### config.mk
export PLATFORM = sky130hd
export DESIGN_NAME = rau_queue
export DESIGN_NICKNAME = d
export VERILOG_FILES = /design/src/design/rau_pkg.sv /design/src/design/rau_queue.sv
export SDC_FILE = /design/constraint.sdc
export NUM_CORES = 1
export LEC_CHECK = 0
export BUFFER_PORTS_ARGS = -buffer_cell sky130_fd_sc_hd__buf_2
export CORE_MARGIN = 2
export CORE_UTILIZATION = 40
export CTS_BUF_LIST = sky130_fd_sc_hd__clkbuf_4
export CTS_CLUSTER_SIZE = 25
export DETAILED_ROUTE_END_ITERATION = 12
export PLACE_DENSITY_LB_ADDON = 0.3
export RECOVER_POWER = 25
export SLEW_MARGIN = 20
export SYNTH_ARGS = -nofsm -noshare
export SYNTH_HDL_FRONTEND = slang
export SYNTH_SLANG_ARGS = --single-unit
### constraint.sdc
create_clock -name clk -period 7.9 [get_ports clk]
set_input_delay 1.58 -clock clk [delete_from_list [all_inputs] [get_ports clk]]
set_output_delay 1.58 -clock clk [all_outputs]
set_load 0.02 [all_outputs]
### src/design/rau_pkg.sv
// Package: shared types, constants and codes of the rational arithmetic unit.
`default_nettype none
package rau_pkg;

  localparam int DefWidth = 32;

  localparam logic [1:0] ACT_ADD = 2'd0;
  localparam logic [1:0] ACT_SUB = 2'd1;
  localparam logic [1:0] ACT_MUL = 2'd2;
  localparam logic [1:0] ACT_DIV = 2'd3;

  localparam logic [1:0] ST_OK   = 2'd0;
  localparam logic [1:0] ST_DIVZ = 2'd1;
  localparam logic [1:0] ST_DENZ = 2'd2;
  localparam logic [1:0] ST_OVF  = 2'd3;

  typedef struct packed {
    logic [1:0]         action;
    logic signed [31:0] a_num;
    logic [30:0]        a_den;
    logic signed [31:0] b_num;
    logic [30:0]        b_den;
  } rau_in_t;

  typedef struct packed {
    logic signed [31:0] res_num;
    logic [30:0]        res_den;
    logic [1:0]         status;
    logic               a_less;
    logic               a_equal;
  } rau_out_t;

  // Classified work handed from the front end to the back end.
  typedef struct packed {
    logic               err;
    logic [1:0]         status;
    logic [1:0]         action;
    logic signed [32:0] an;
    logic signed [32:0] ad;
    logic signed [32:0] bn;
    logic signed [32:0] bd;
    logic               a_less;
    logic               a_equal;
  } rau_job_t;

endpackage
`default_nettype wire

### src/design/rau_queue.sv
// Two-entry queue between front end and back end.
`default_nettype none
module rau_queue
  import rau_pkg::*;
(
  input  wire logic     clk,
  input  wire logic     rst_n,
  input  wire logic     wr_valid,
  output logic          wr_stall,
  input  wire rau_job_t wr_data,
  output logic          rd_valid,
  input  wire logic     rd_stall,
  output rau_job_t      rd_data
);

  rau_job_t   mem_r [2];
  logic       wp_r, rp_r;
  logic [1:0] cnt_r;
  logic       push, pop;

  assign wr_stall = (cnt_r == 2'd2);
  assign rd_valid = (cnt_r != 2'd0);
  assign rd_data  = mem_r[rp_r];
  assign push     = wr_valid && !wr_stall;
  assign pop      = rd_valid && !rd_stall;

  // Advance pointers and the fill count.
  always_ff @(posedge clk) begin
    if (!rst_n) begin
      wp_r  <= 1'b0;
      rp_r  <= 1'b0;
      cnt_r <= 2'd0;
    end else begin
      if (push) wp_r <= ~wp_r;
      if (pop)  rp_r <= ~rp_r;
      cnt_r <= cnt_r + 2'(push) - 2'(pop);
    end
    if (push) mem_r[wp_r] <= wr_data;
  end

  assert property (@(posedge clk) disable iff (!rst_n) cnt_r <= 2'd2)
    else $error("queue count out of range");
  assert property (@(posedge clk) disable iff (!rst_n)
    push && !pop |=> cnt_r == $past(cnt_r) + 2'd1)
    else $error("queue count did not advance");
  assert property (@(posedge clk) disable iff (!rst_n)
    rd_valid && rd_stall |=> rd_valid)
    else $error("queue lost an entry");

endmodule
`default_nettype wire

==> flow_summary.ini, run 1 <==
[min_path]
worstHoldPathCells = 2
hold_path_class = reg -> reg

[timing]
finalCriticalPeriod_ns = 4.70
grt_setup_unrepaired = false
hold_ws_ns = 0.471
slew_headroom_pct = 31.7
setup_violations = 0
min_period_over_period_pct = 59.5
worst_slew_pin_slew_ns = 1.02
max_freq_ghz = 0.213
tns_ns = 0
slew_viol_final = 0
fin_skew_ns = 0.0289
hold_violations = 0

[global_route]
antenna_found_initial = 4
grt_max_degree = 72
grtUsageTotal_pct = 14.3
grt_pass1_vias = 5913
grt_pass1_wl_um = 29400
grtUsageMet3_pct = 6.48
globalRouteOverflowTotal = 0
top_usage_layer = met2
use_met2_pct = 24.4
use_met1_pct = 15.1

[yosys]
seq_area_frac_synth_pct = 81.9
synth_seq_cells = 283
synth_top_cell_area_share_pct = 80.9
synth_flop_cell = edfxtp_1
post-synth-top-area-cell = edfxtp_1
netlist_area_um2 = 10300
synthTopCellsByCount = 278 x edfxtp_1, 139 x mux2_2, 11 x buf_6
syn_nets = 603
synthArstFlopShare_pct = 0
avgSynthCellArea_um2 = 22.5
syn_inst = 458
synth-edff-count = 278
synthTopCellsByArea = edfxtp_1 81%, mux2_2 15%, buf_6 1.2%
yosysUniqueCellTypes = 19
yosys_warnings = 0
yosysMostFrequentCell = edfxtp_1

[detailed_routing]
post_drt_wl_per_cell_um = 17.1
vias = 5494
wl_um = 20200
drtIter0Drc = 280
ant_nets = 0
drc = 0
via_per_inst = 4.65
firstDrtPassIters = 4

[finish]
fillers = 2148
area_growth_pct = 25.2
utilization_pct = 51.1
fin_nets = 950
drive_above_1_share_pct = 56.6

[flow_run]
drv_cap = 0

[clock_network]
cts_setup_buffers = 0
cts_resized = 0
hold_buffers = 0
insertion_delay_ns = 0.63
tritoncts = done
clockBufferDepth = 3
cts_sinks = 283
cts-root-buf = clkbuf_4
htreeDepth = 3
numCtsBuffers = 73
clk_pin_slew_ns = 0.06

[critical_path]
worstPathRequired_ns = 6.32
cp-end-kind = primary output
r2r_slack_ns = 5.14
rr_worst_depth = 3
criticalPathCategory = reg -> out
critPathLaunchType = register
cp_max_fo = 71
worstPathArrival_ns = 3.12

[pwr]
power.density_nw_per_um2 = 326
power.leakage_nw = 4.76
ir_drop_mv = 0.183

[place]
gp_congestion = 0.731
io_buffer_count = 283
hpwl_um = 13300

[floorplan]
start_util_pct = 40.8
rows = 58
ioPinCount = 284
chipHeight_um = 165
core_area_um2 = 25300
fp.dieW_um = 165
die_area_um2 = 27100

[outcome]
status = finished, final reports clean
[per-stage QoR]
step	setup slack (ns)	instances	area [um^2]	power, W
after global placement	3.86	1060	12000	0.00298
after floorplan	2.16	458	10300	0.00271
final	3.20	1182	12900	0.00421
after global routing	2.94	1181	12900	0.00443
after detailed placement	3.78	1060	12000	0.00301
after CTS	3.06	1180	13000	0.00429
[layer usage]
layer	up-vias	wire, um
met5	-	25
met4	4	507
met3	43	2120
met2	238	10300
met1	2651	7240
li1	2558	-
[path summary, 6_finish.rpt]
check        startpoint           end
max            register   rd_data[98]
max reg2reg    cnt_r[0]  mem_r[1][26]
min                rp_r      register
min reg2reg        rp_r      register
[registers in the layout, summed over array words and instances (netlist names), named ones only]
signal  cells
wp_r        1
cnt_r       2
rp_r        1
mem_r     278
[critical path, stage by stage (launching register included)]
cell and delay [ns]:
dfxtp_4 0.94, buf_4 0.78, mux2_2 0.43, buf_2 0.16
[kinds of logic (layout without fill, tap and decap cells)]
kind of cell | Yosys count | in the layout | share of synthesized area [%]
adder cells (fa/ha/maj) | 2 | 2 | 0.243
AND/OR/NAND/NOR | 12 | 12 | 0.704
other | 0 | 2 | 0
buffers and inverters | 17 | 409 | 1.52
multiplexers | 142 | 142 | 15.5
flip-flops | 283 | 283 | 81.9
XOR/XNOR | 2 | 2 | 0.170
[area by class of cell]
| class | count | area (um^2) | area share, % |
|---|---|---|---|
| Antenna cell | 2 | 5.00 | 0.0388 |
| Multi-Input combinational cell | 158 | 1720 | 13.3 |
| Timing Repair Buffer | 287 | 1380 | 10.6 |
| Sequential cell | 283 | 8450 | 65.4 |
| Inverter | 2 | 7.51 | 0.0581 |
| Tap cell | 330 | 413 | 3.20 |
| Clock buffer | 101 | 758 | 5.87 |
| Clock inverter | 19 | 181 | 1.40 |
[report_power, final]
part / internal, W / switching, W / total (W)
clock network: 0.000717 / 0.000535 / 0.00125
registers: 0.00189 / 0.0000830 / 0.00197
logic: 0.000390 / 0.000596 / 0.000986
[cells in the final DEF (no fill, tap or decap)]
cell        instances
and2_1              1
and3_4              1
buf_1               1
buf_2             226
buf_4               4
bufinv_16           4
clkbuf_1           56
clkbuf_4          101
clkinv_1           13
clkinv_2            1
clkinvlp_4          1
dfxtp_1             4
dfxtp_4             1
diode_2             2
edfxtp_1          278
ha_1                2
inv_1               2
mux2_2            139
mux2i_1             3
nand2_1             3
nand2b_1            3
nor2_4              1
nor2b_1             1
nor2b_4             1
or2_2               1
xnor2_1             1
xor2_1              1
(Power assumes the default switching activity.)
==> run 2, diff against run 1 <==
clock period = 4.69 ns   (was 7.9 ns; I/O delays follow)
==> run 2 against run 1 <==
Effect of this change:
- final area is essentially flat
- largest cell class unchanged
- clock-buffer cell count shrank 1
- largest power group unchanged
- die area is the same
- highest routed layer unchanged
- power grew 66%
==> flow_summary.ini, run 2 (synthesis gave the netlist of run 1 again) <==
[outcome]
status = finished, final reports clean

[global_route]
grtUsageTotal_pct = 14.3
antenna_found_initial = 6
grt_pass1_wl_um = 29500
globalRouteOverflowTotal = 0
grt_pass1_vias = 6021
grt_max_degree = 72

[critical_path]
criticalPathCategory = reg -> out
critPathLaunchType = register
cp_max_fo = 68
worstPathRequired_ns = 3.75
r2r_slack_ns = 2.37
worstPathArrival_ns = 2.31
cp-end-kind = primary output

[detailed_routing]
vias = 5562
wl_um = 20100
drc = 0
post_drt_wl_per_cell_um = 16.9
firstDrtPassIters = 4
ant_nets = 0
drtIter0Drc = 275
via_per_inst = 4.67

[finish]
layout_commonest_cell = edfxtp_1
top_regs = mem_r (278), cnt_r (2)
utilization_pct = 51.2
largest_reg_flops = 278
area_growth_pct = 25.3
fin_nets = 952
drive_above_1_share_pct = 57.2
largest-register = mem_r
final_cell_count_no_fill = 1191
final_cell_mix = 278 x edfxtp_1, 231 x buf_2, 139 x mux2_2, 100 x clkbuf_4, 52 x clkbuf_1
fillers = 2147

[clock_network]
cts_setup_buffers = 0
hold_buffers = 0
numCtsBuffers = 73
tritoncts = done
insertion_delay_ns = 0.65
cts-root-buf = clkbuf_4
clockBufferDepth = 3
cts_sinks = 283
cts_resized = 0
htreeDepth = 3
clk_pin_slew_ns = 0.06

[pwr]
net-switching-power_w = 0.00208
pwr-share-seq_pct = 46.5
clock_power_share_pct = 28.2
p_comb_share_pct = 25.2
ir_drop_mv = 0.277
power.density_nw_per_um2 = 540
p_int_w = 0.00490
power.leakage_nw = 4.77
swShare_pct = 29.8

[timing]
hold_violations = 0
slew_headroom_pct = 32.9
tns_ns = 0
worst_slew_pin_slew_ns = 1.01
finalCriticalPeriod_ns = 3.25
fin_skew_ns = 0.0307
min_period_over_period_pct = 69.2
setup_violations = 0
max_freq_ghz = 0.308
slew_viol_final = 0
grt_setup_unrepaired = false

[floorplan]
start_util_pct = 40.8
die_area_um2 = 27100
chipHeight_um = 165
ioPinCount = 284
core_area_um2 = 25300
fp.dieW_um = 165
rows = 58

[place]
gp_congestion = 0.722
dp.cells = 1062
io_buffer_count = 283
hpwl_um = 13300

[min_path]
hold_path_class = reg -> reg

[flow_run]
drv_cap = 0
[run 2: critical path, stage by stage (launching register included)]
cell and delay (ns):
dfxtp_4 0.35, buf_4 0.66, mux2_2 0.42, buf_2 0.16
[run 2: metal layers]
metal | up-vias | track usage (%) | wire length (um)
li1 | 2569 | - | -
met1 | 2690 | 15.4 | 7340
met2 | 245 | 23.6 | 10000
met3 | 52 | 7.38 | 2330
met4 | 6 | 6.21 | 407
met5 | - | 0 | 43
[run 2: layout make-up]
class | instances | area [um^2] | share of cell area (%)
flip-flops and latches | 283 | 8450 | 65.4
multi-input cells | 158 | 1720 | 13.3
repair buffers | 289 | 1430 | 11.1
clock buffers | 100 | 751 | 5.81
well taps | 330 | 413 | 3.19
clock inverters | 25 | 134 | 1.04
diodes | 4 | 10.0 | 0.0775
inverters | 2 | 7.51 | 0.0581
[run 2: path summary, 6_finish.rpt]
path	from	endpoint	cells past startpoint
min reg2reg	rp_r	register	2
min	rp_r	register	2
max reg2reg	cnt_r[0]	mem_r[1][96]	3
max	register	rd_data[59]	3
[run 2: power by group through the flow]
| stage | registers, W | clock network, W | logic (W) |
|---|---|---|---|
| after floorplan | 0.00330 | 0 | 0.00124 |
| after global placement | 0.00328 | 0 | 0.00176 |
| after detailed placement | 0.00330 | 0 | 0.00179 |
| after CTS | 0.00325 | 0.00206 | 0.00180 |
| after global routing | 0.00327 | 0.00219 | 0.00188 |
| final | 0.00325 | 0.00197 | 0.00176 |
[run 2: through the flow]
step	cell area (um^2)	power, W	setup WS (ns)	hold slack [ns]
2_1_floorplan	10300	0.00454	1.15	0.452
4_1_cts	13000	0.00712	1.36	0.394
3_5_place_dp	12100	0.00509	1.89	0.458
6_report	12900	0.00698	1.44	0.474
5_1_grt	12900	0.00735	1.29	0.392
3_3_place_gp	12100	0.00505	1.97	0.455
